--- src/lru_key_value_cache_defines.svh ---
// Assertion macros for the key/value cache.
// Both sample on clk and are disabled while rst is high.
`ifndef LRU_KEY_VALUE_CACHE_DEFINES_SVH
`define LRU_KEY_VALUE_CACHE_DEFINES_SVH

// same-cycle implication
`define LKV_ASSERT_NOW(label, ante, cons, msg) \
  label: assert property (@(posedge clk) disable iff (rst) (ante) |-> (cons)) \
    else $error(msg);

// next-cycle implication
`define LKV_ASSERT_NEXT(label, ante, cons, msg) \
  label: assert property (@(posedge clk) disable iff (rst) (ante) |=> (cons)) \
    else $error(msg);

`endif

--- src/lkv_pkg.sv ---
`default_nettype none

package lkv_pkg;

  localparam logic OP_GET = 1'b0;
  localparam logic OP_PUT = 1'b1;

  localparam logic signed [31:0] MISS_VALUE = -32'sd1;
  localparam logic [4:0]         CAP_RESET  = 5'd16;

  typedef struct packed {
    logic               op;
    logic signed [31:0] key;
    logic signed [31:0] value;
  } req_t;

  typedef struct packed {
    logic               hit;
    logic signed [31:0] value_res;
  } rsp_t;

endpackage

`default_nettype wire

--- src/lkv_if.sv ---
`default_nettype none

// request channel
interface lkv_req_if;
  logic               valid;
  logic               ready;
  logic               op;
  logic signed [31:0] key;
  logic signed [31:0] value;

  modport source (output valid, output op, output key, output value, input ready);
  modport sink   (input valid, input op, input key, input value, output ready);
endinterface

// response channel
interface lkv_rsp_if;
  logic               valid;
  logic               ready;
  logic               hit;
  logic signed [31:0] value_res;

  modport source (output valid, output hit, output value_res, input ready);
  modport sink   (input valid, input hit, input value_res, output ready);
endinterface

`default_nettype wire

--- src/lkv_store.sv ---
`default_nettype none

module lkv_store #(
  parameter int  MAX_ENTRIES = 16,
  localparam int CNT_W       = $clog2(MAX_ENTRIES + 1)
) (
  input  wire logic             clk,
  input  wire logic             rst,
  input  wire logic             fire,
  input  wire lkv_pkg::req_t    req,
  input  wire logic [4:0]       capacity,
  output lkv_pkg::rsp_t         rsp,
  output logic [CNT_W-1:0]      count
);

  localparam int RANK_W = (MAX_ENTRIES > 1) ? $clog2(MAX_ENTRIES) : 1;
  localparam int CMP_W  = (CNT_W > 5) ? CNT_W : 5;

  logic signed [31:0] keys   [MAX_ENTRIES];
  logic signed [31:0] values [MAX_ENTRIES];
  logic [RANK_W-1:0]  rank      [MAX_ENTRIES];
  logic [RANK_W-1:0]  rank_next [MAX_ENTRIES];

  logic [MAX_ENTRIES-1:0] valid, match, victim, target, bump;
  logic [CNT_W-1:0]       count_next, count_m1;
  logic [CMP_W-1:0]       cap_eff;
  logic                   is_put, hit, full, insert_free, update;
  logic [RANK_W-1:0]      hit_rank;
  logic signed [31:0]     hit_value;

  always_comb begin
    is_put   = (req.op == lkv_pkg::OP_PUT);
    count_m1 = count - CNT_W'(1);

    if (capacity == 5'd0) begin
      cap_eff = CMP_W'(1);
    end else if (CMP_W'(capacity) > CMP_W'(MAX_ENTRIES)) begin
      cap_eff = CMP_W'(MAX_ENTRIES);
    end else begin
      cap_eff = CMP_W'(capacity);
    end
    full = (CMP_W'(count) >= cap_eff);

    hit_rank  = '0;
    hit_value = '0;
    for (int i = 0; i < MAX_ENTRIES; i++) begin
      // slots fill in order and never empty, so valid is index below count
      valid[i]  = (CNT_W'(i) < count);
      match[i]  = valid[i] && (keys[i] == req.key);
      // ranks of valid slots are a permutation, the oldest holds count-1
      victim[i] = valid[i] && (CNT_W'(rank[i]) == count_m1);
      hit_rank  = hit_rank  | (match[i] ? rank[i]   : '0);
      hit_value = hit_value | (match[i] ? values[i] : '0);
    end
    hit = |match;

    insert_free = is_put && !hit && !full;
    update      = hit || is_put;

    for (int i = 0; i < MAX_ENTRIES; i++) begin
      if (hit) begin
        target[i] = match[i];
      end else if (full) begin
        target[i] = victim[i];
      end else begin
        target[i] = (CNT_W'(i) == count);
      end
      // on a miss every other valid slot ages; on a hit only the younger ones
      bump[i] = valid[i] && !target[i] && (!hit || (rank[i] < hit_rank));
      if (target[i]) begin
        rank_next[i] = '0;
      end else if (bump[i]) begin
        rank_next[i] = rank[i] + RANK_W'(1);
      end else begin
        rank_next[i] = rank[i];
      end
    end

    count_next = count + CNT_W'(insert_free);

    rsp.hit       = hit;
    rsp.value_res = hit ? hit_value : lkv_pkg::MISS_VALUE;
  end

  always_ff @(posedge clk) begin
    if (rst) begin
      count <= '0;
      for (int i = 0; i < MAX_ENTRIES; i++) begin
        rank[i] <= '0;
      end
    end else if (fire && update) begin
      count <= count_next;
      for (int i = 0; i < MAX_ENTRIES; i++) begin
        rank[i] <= rank_next[i];
      end
    end
  end

  always_ff @(posedge clk) begin
    if (fire && is_put) begin
      for (int i = 0; i < MAX_ENTRIES; i++) begin
        if (target[i]) begin
          keys[i]   <= req.key;
          values[i] <= req.value;
        end
      end
    end
  end

endmodule

`default_nettype wire

--- src/lkv_out_reg.sv ---
`default_nettype none

module lkv_out_reg (
  input  wire logic          clk,
  input  wire logic          rst,
  input  wire logic          load,
  input  wire lkv_pkg::rsp_t data,
  output logic               space,
  lkv_rsp_if.source          rsp
);

  logic          valid;
  lkv_pkg::rsp_t data_q;

  always_ff @(posedge clk) begin
    if (rst) begin
      valid <= 1'b0;
    end else if (load) begin
      valid <= 1'b1;
    end else if (rsp.ready) begin
      valid <= 1'b0;
    end
  end

  always_ff @(posedge clk) begin
    if (load) begin
      data_q <= data;
    end
  end

  assign space         = !valid || rsp.ready;
  assign rsp.valid     = valid;
  assign rsp.hit       = data_q.hit;
  assign rsp.value_res = data_q.value_res;

endmodule

`default_nettype wire

--- src/lru_key_value_cache.sv ---
// A get passes from the request register into the result register when the
//   result register has room; until then it holds the request register.
// Throughput: one request per cycle while no get waits for that room, set by
//   the combinational key compare and rank update feeding the state registers.
// Reset (synchronous, active high): empties the cache, zeroes the ranks,
//   sets capacity to 16 and drops any request or result in flight.
`default_nettype none

`include "lru_key_value_cache_defines.svh"

module lru_key_value_cache #(
  parameter int MAX_ENTRIES = 16
) (
  input  wire logic       clk,
  input  wire logic       rst,
  lkv_req_if.sink         req,
  lkv_rsp_if.source       rsp,
  input  wire logic       cfg_we,
  input  wire logic [4:0] cfg_wdata
);

  localparam int CNT_W = $clog2(MAX_ENTRIES + 1);

  // capacity register; the user must write it only while idle, unchecked by the block
  logic [4:0] capacity;

  always_ff @(posedge clk) begin
    if (rst) begin
      capacity <= lkv_pkg::CAP_RESET;
    end else if (cfg_we) begin
      capacity <= cfg_wdata;
    end
  end

  // Request register. The held request is resolved against the store in the
  // cycle it sits here; it leaves when its state update can be committed,
  // i.e. always for a put, and for a get once the result register has room.
  logic            s1_valid;
  lkv_pkg::req_t   s1_req;
  logic            s1_adv;
  logic            res_load;
  logic            res_space;
  lkv_pkg::rsp_t   lookup;
  logic [CNT_W-1:0] count;
  logic            get_blocked;

  assign s1_adv    = s1_valid && ((s1_req.op == lkv_pkg::OP_PUT) || res_space);
  assign res_load  = s1_adv && (s1_req.op == lkv_pkg::OP_GET);
  assign req.ready = !s1_valid || s1_adv;

  always_ff @(posedge clk) begin
    if (rst) begin
      s1_valid <= 1'b0;
    end else if (req.ready) begin
      s1_valid <= req.valid;
    end
  end

  always_ff @(posedge clk) begin
    if (req.valid && req.ready) begin
      s1_req.op    <= req.op;
      s1_req.key   <= req.key;
      s1_req.value <= req.value;
    end
  end

  // Key/value state: parallel compare, recency ranks, occupancy.
  // State commits on the same edge the next request is captured, so a
  // following request always sees the updated contents.
  lkv_store #(
    .MAX_ENTRIES (MAX_ENTRIES)
  ) u_store (
    .clk      (clk),
    .rst      (rst),
    .fire     (s1_adv),
    .req      (s1_req),
    .capacity (capacity),
    .rsp      (lookup),
    .count    (count)
  );

  // Result register: parts the response side from the request side, so a
  // new request is taken while a result waits for its transfer.
  lkv_out_reg u_out (
    .clk   (clk),
    .rst   (rst),
    .load  (res_load),
    .data  (lookup),
    .space (res_space),
    .rsp   (rsp)
  );

  // held get whose result register is full and not draining
  assign get_blocked = s1_valid && (s1_req.op == lkv_pkg::OP_GET) && rsp.valid && !rsp.ready;

  // a get that leaves the request register shows up on the response side
  `LKV_ASSERT_NEXT(a_get_to_rsp, res_load, rsp.valid, "get result lost")
  // a get blocked by a stalled result must stall the request side
  `LKV_ASSERT_NOW(a_get_stall, get_blocked, !req.ready, "request taken over blocked get")
  // occupancy never passes the slot count
  `LKV_ASSERT_NOW(a_count_max, 1'b1, count <= CNT_W'(MAX_ENTRIES), "occupancy overflow")

endmodule

`default_nettype wire

--- src/flat_wrapper.sv ---
// flat-port wrapper written by rule: the top's interface ports become plain ports
module lru_key_value_cache_flat 
#(
  parameter int MAX_ENTRIES = 16
)
  (clk, rst, cfg_we, cfg_wdata, req_valid, req_op, req_key, req_value, req_ready, rsp_valid, rsp_hit, rsp_value_res, rsp_ready);
  lkv_req_if req_i ();
  lkv_rsp_if rsp_i ();
  input  wire logic clk;
  input  wire logic rst;
  input  wire logic cfg_we;
  input  wire logic [4:0] cfg_wdata;
  input wire logic [$bits(req_i.valid)-1:0] req_valid;
  input wire logic [$bits(req_i.op)-1:0] req_op;
  input wire logic [$bits(req_i.key)-1:0] req_key;
  input wire logic [$bits(req_i.value)-1:0] req_value;
  output wire logic [$bits(req_i.ready)-1:0] req_ready;
  output wire logic [$bits(rsp_i.valid)-1:0] rsp_valid;
  output wire logic [$bits(rsp_i.hit)-1:0] rsp_hit;
  output wire logic [$bits(rsp_i.value_res)-1:0] rsp_value_res;
  input wire logic [$bits(rsp_i.ready)-1:0] rsp_ready;
  assign req_i.valid = req_valid;
  assign req_i.op = req_op;
  assign req_i.key = req_key;
  assign req_i.value = req_value;
  assign req_ready = req_i.ready;
  assign rsp_valid = rsp_i.valid;
  assign rsp_hit = rsp_i.hit;
  assign rsp_value_res = rsp_i.value_res;
  assign rsp_i.ready = rsp_ready;
  lru_key_value_cache #(.MAX_ENTRIES(MAX_ENTRIES)) u_core (.clk(clk), .rst(rst), .req(req_i), .rsp(rsp_i), .cfg_we(cfg_we), .cfg_wdata(cfg_wdata));
endmodule
--- config.mk ---
export PLATFORM = sky130hd
export DESIGN_NAME = lru_key_value_cache_flat
export DESIGN_NICKNAME = d
export VERILOG_FILES = /design/src/lkv_pkg.sv /design/src/lkv_if.sv /design/src/lkv_store.sv /design/src/lkv_out_reg.sv /design/src/lru_key_value_cache.sv /design/src/flat_wrapper.sv
export VERILOG_INCLUDE_DIRS = /design/src /design/src/src
export SDC_FILE = /design/constraint.sdc
export NUM_CORES = 1
export LEC_CHECK = 0
export ABC_AREA = 0
export BUFFER_PORTS_ARGS = -buffer_cell sky130_fd_sc_hd__buf_2
export CAP_MARGIN = 20
export CORE_ASPECT_RATIO = 0.8
export CORE_MARGIN = 1.5
export CORE_UTILIZATION = 35
export CTS_CLUSTER_DIAMETER = 120
export DETAILED_ROUTE_END_ITERATION = 6
export GPL_TIMING_DRIVEN = 0
export RECOVER_POWER = 100
export SLEW_MARGIN = 20
export SYNTH_ARGS = -nofsm -noshare
export SYNTH_HDL_FRONTEND = slang
export SYNTH_HIERARCHICAL = 1
export SYNTH_SLANG_ARGS = --single-unit
--- constraint.sdc ---
create_clock -name clk -period 6 [get_ports clk]
set_clock_uncertainty 0.15 [all_clocks]
set_input_delay 1.8 -clock clk [delete_from_list [all_inputs] [get_ports clk]]
set_output_delay 1.8 -clock clk [all_outputs]
set_load 0.02 [all_outputs]
==> results.toml <==
[worst_hold_path]
hold_start = "u_core/capacity[0]"
hp-class = "register to register"

[yosys]
yosysSeqAreaShare_pct = 69.4
synth_warnings = 6
synth.most_common_cell = "edfxtp_1"
synth-edff-count = 1186
synth_flop_cell = "edfxtp_1"
yosys-top-cells-count = "edfxtp_1 (1186), xnor2_1 (505), nand4_1 (305)"
syn-num-nets = 3477
synth_top_cells_by_area = "edfxtp_1 (69%), xnor2_1 (8.6%), nand4_1 (3.7%)"
syn_area_per_cell_um2 = 15.4
syn_area_um2 = 51600
synth_cell_types = 91
synthArstFlopShare_pct = 0
synthCells = 3358
yosysTopAreaCellShare_pct = 69.0
ys_seq_elements = 1198
yosysTopAreaCell = "edfxtp_1"

[placement]
gp_congestion = 1.00
port_buffers = 108
hpwl_um = 135000

[timing]
finalSetupTns_ps = -2050
slew_violations = 198
hold_viol_final = 0
setup_violations = 48
fin_ws_ps = -67.4
max-slew-margin-rel_pct = -84.8
finalCriticalPeriod_ps = 6070
tightestPinTransition_ps = 2770
rsz0062_at_grt = "no"
finalCritPeriodShare_pct = 101
fmax_mhz = 165

[routing]
postRouteAntennaNets = 0
wl_per_cell_um = 34.1
finalWirelength_um = 197000
drc = 0
drt_pass1_iterations = 7
vias = 34800
drt_iter0_drc = 6154
vias_per_cell = 6.00

[floorplanning]
die_area_um2 = 150000
pin_count = 110
die-height_um = 347
die_w_um = 432
initial_core_util_pct = 35.4
rows = 125
core-area_um2 = 146000

[clocking]
cts_sinks = 1198
cts_buffers = 132
clock_latency_ps = 770
cts_hold_buf = 0
clkTransAtPathRegs_ps = 60
tritoncts = "done"
clock-root-buffer = "clkbuf_16"
htreeDepth = 4
cts.path.max_buffers = 3

[global_route]
track_usage_pct = 25.7
antenna_found_initial = 11
grt_overflow = 0
grt_pass1_wl_um = 265000
grt_max_degree = 40
grt_pass1_vias = 31500

[final_layout]
drive_gt1_share_pct = 14.1
syn_to_final_growth_pct = 17.0
nets = 3845

[worst_setup_path]
critPathLaunchType = "register"
crit_arrival_ps = 6390
path_class = "register to register"
critPathLaunch = "u_core/s1_req[48]"
regToRegStartpoint = "u_core/s1_req[48]"
crit_fanout = 10
crit_required_ps = 6320
end_kind = "register"

[job]
drv_cap = 10

[power_and_ir_drop]
ir_drop_mv = 0.217
power.leakage_nw = 18.6
finalPower_mw = 18.2
pwr_density_cell_nw_per_um2 = 301

[status]
violations = "capacitance limit, slew limit, setup timing"
status = "finished with violations"
==> path summary, 6_finish.rpt <==
kind                                                   end  slack (ps)  depth (start not counted)
worst max-delay path            u_core/u_store/rank[0][25]         -70                         19
worst min-delay path                    u_core/capacity[0]         360                          2
worst max register to register  u_core/u_store/rank[0][25]         -70                         19
worst min register to register          u_core/capacity[0]         360                          2
==> registers in the layout, indices dropped and copies added (netlist names) <==
name / flops
u_core/capacity: 5
u_core/u_store/rank: 64
u_core/u_out/rsp.value_res: 32
u_core/u_store/keys: 512
u_core/u_store/values: 512
u_core/s1_valid: 1
u_core/u_store/count: 5
u_core/s1_req: 65
u_core/u_out/rsp.valid: 1
u_core/u_out/rsp.hit: 1
==> metrics by stage <==
stage               hold slack (ps)  area, µm²  setup WS (ps)  cells  utilization [%]
global placement                347      54700          -6920   5434             37.5
detailed placement              351      56700          -1250   5520             38.9
finish                          358      60400          -67.4   5797             41.4
global route                    395      60400           5.66   5793             41.4
floorplan                       311      51700           8.17   3358                -
CTS                             366      61300           1.36   5780             42.0
==> placed cells by master, fill, tap and decap left out, types with 23 or more instances in the layout <==
cell type,n
a21oi_1,27
a221oi_1,97
a22o_1,97
a22oi_1,70
and3_1,74
buf_2,106
buf_4,57
buf_6,32
clkbuf_1,180
clkbuf_16,133
clkbuf_2,27
clkinv_1,23
edfxtp_1,1186
ha_1,44
inv_1,26
nand2_1,69
nand3_1,62
nand4_1,306
nor2_1,137
nor3_1,26
nor4_1,37
xnor2_1,502
xor2_1,116
==> where the power goes <==
group / switching [mW] / internal (mW) / leakage (nW) / total, mW
sequential: 0.114 / 9.28 / 10.8 / 9.39
combinational: 0.644 / 0.267 / 5.84 / 0.911
clock: 3.45 / 4.40 / 1.99 / 7.86
total: 4.21 / 13.9 / 18.6 / 18.2
==> cells by family after synthesis <==
kind of cell	count (synthesis)	synth area share (%)
buffers and inverters	216	2.40
AO/OA/AOI/OAI	426	6.73
AND/OR/NAND/NOR	843	9.60
adder cells (fa/ha/maj)	47	1.13
flip-flops	1198	69.4
multiplexers	5	0.0969
XOR/XNOR	623	10.6
==> per-layer routing <==
layer / share of wire [%] / up-vias / GRT usage [%]
li1: - / 14000 / -
met1: 41 / 17800 / 38.0
met2: 42 / 2691 / 37.2
met3: 13 / 363 / 6.18
met4: 3.3 / 4 / 7.74
met5: 0.0091 / - / 0
==> final cells by class <==
class,instances,area (µm²)
Buffer,187,1170
Sequential cell,1198,35900
Fill cell,13300,85300
Clock inverter,61,696
Multi-Input combinational cell,1944,14800
Timing Repair Buffer,237,1820
Clock buffer,170,3470
Tap cell,1968,2460
Inverter,26,97.6
Antenna cell,6,15.0
==> worst max-delay path, cell delays in order (launching register included) <==
cell and delay (ps):
edfxtp_1 380, buf_12 150, buf_2 360, buf_4 410
xnor2_1 190, nand4_1 290, nor4_4 550, and3_1 250
buf_4 280, buf_2 470, buf_4 430, a22oi_1 150
nand2_1 110, nor3_2 80, clkbuf_1 270, ha_1 390
nand2_1 70, a211oi_2 230, a311oi_1 80, o41a_1 410
==> repair_timing <==
item	4_1_cts	5_1_grt
endpoints found under the setup margin	534	11
gates resized for setup	30	5
pin swaps	0	0
endpoints found under the hold margin	0	0
setup buffers	32	7
Note: power is estimated with default switching activity, not from simulation.
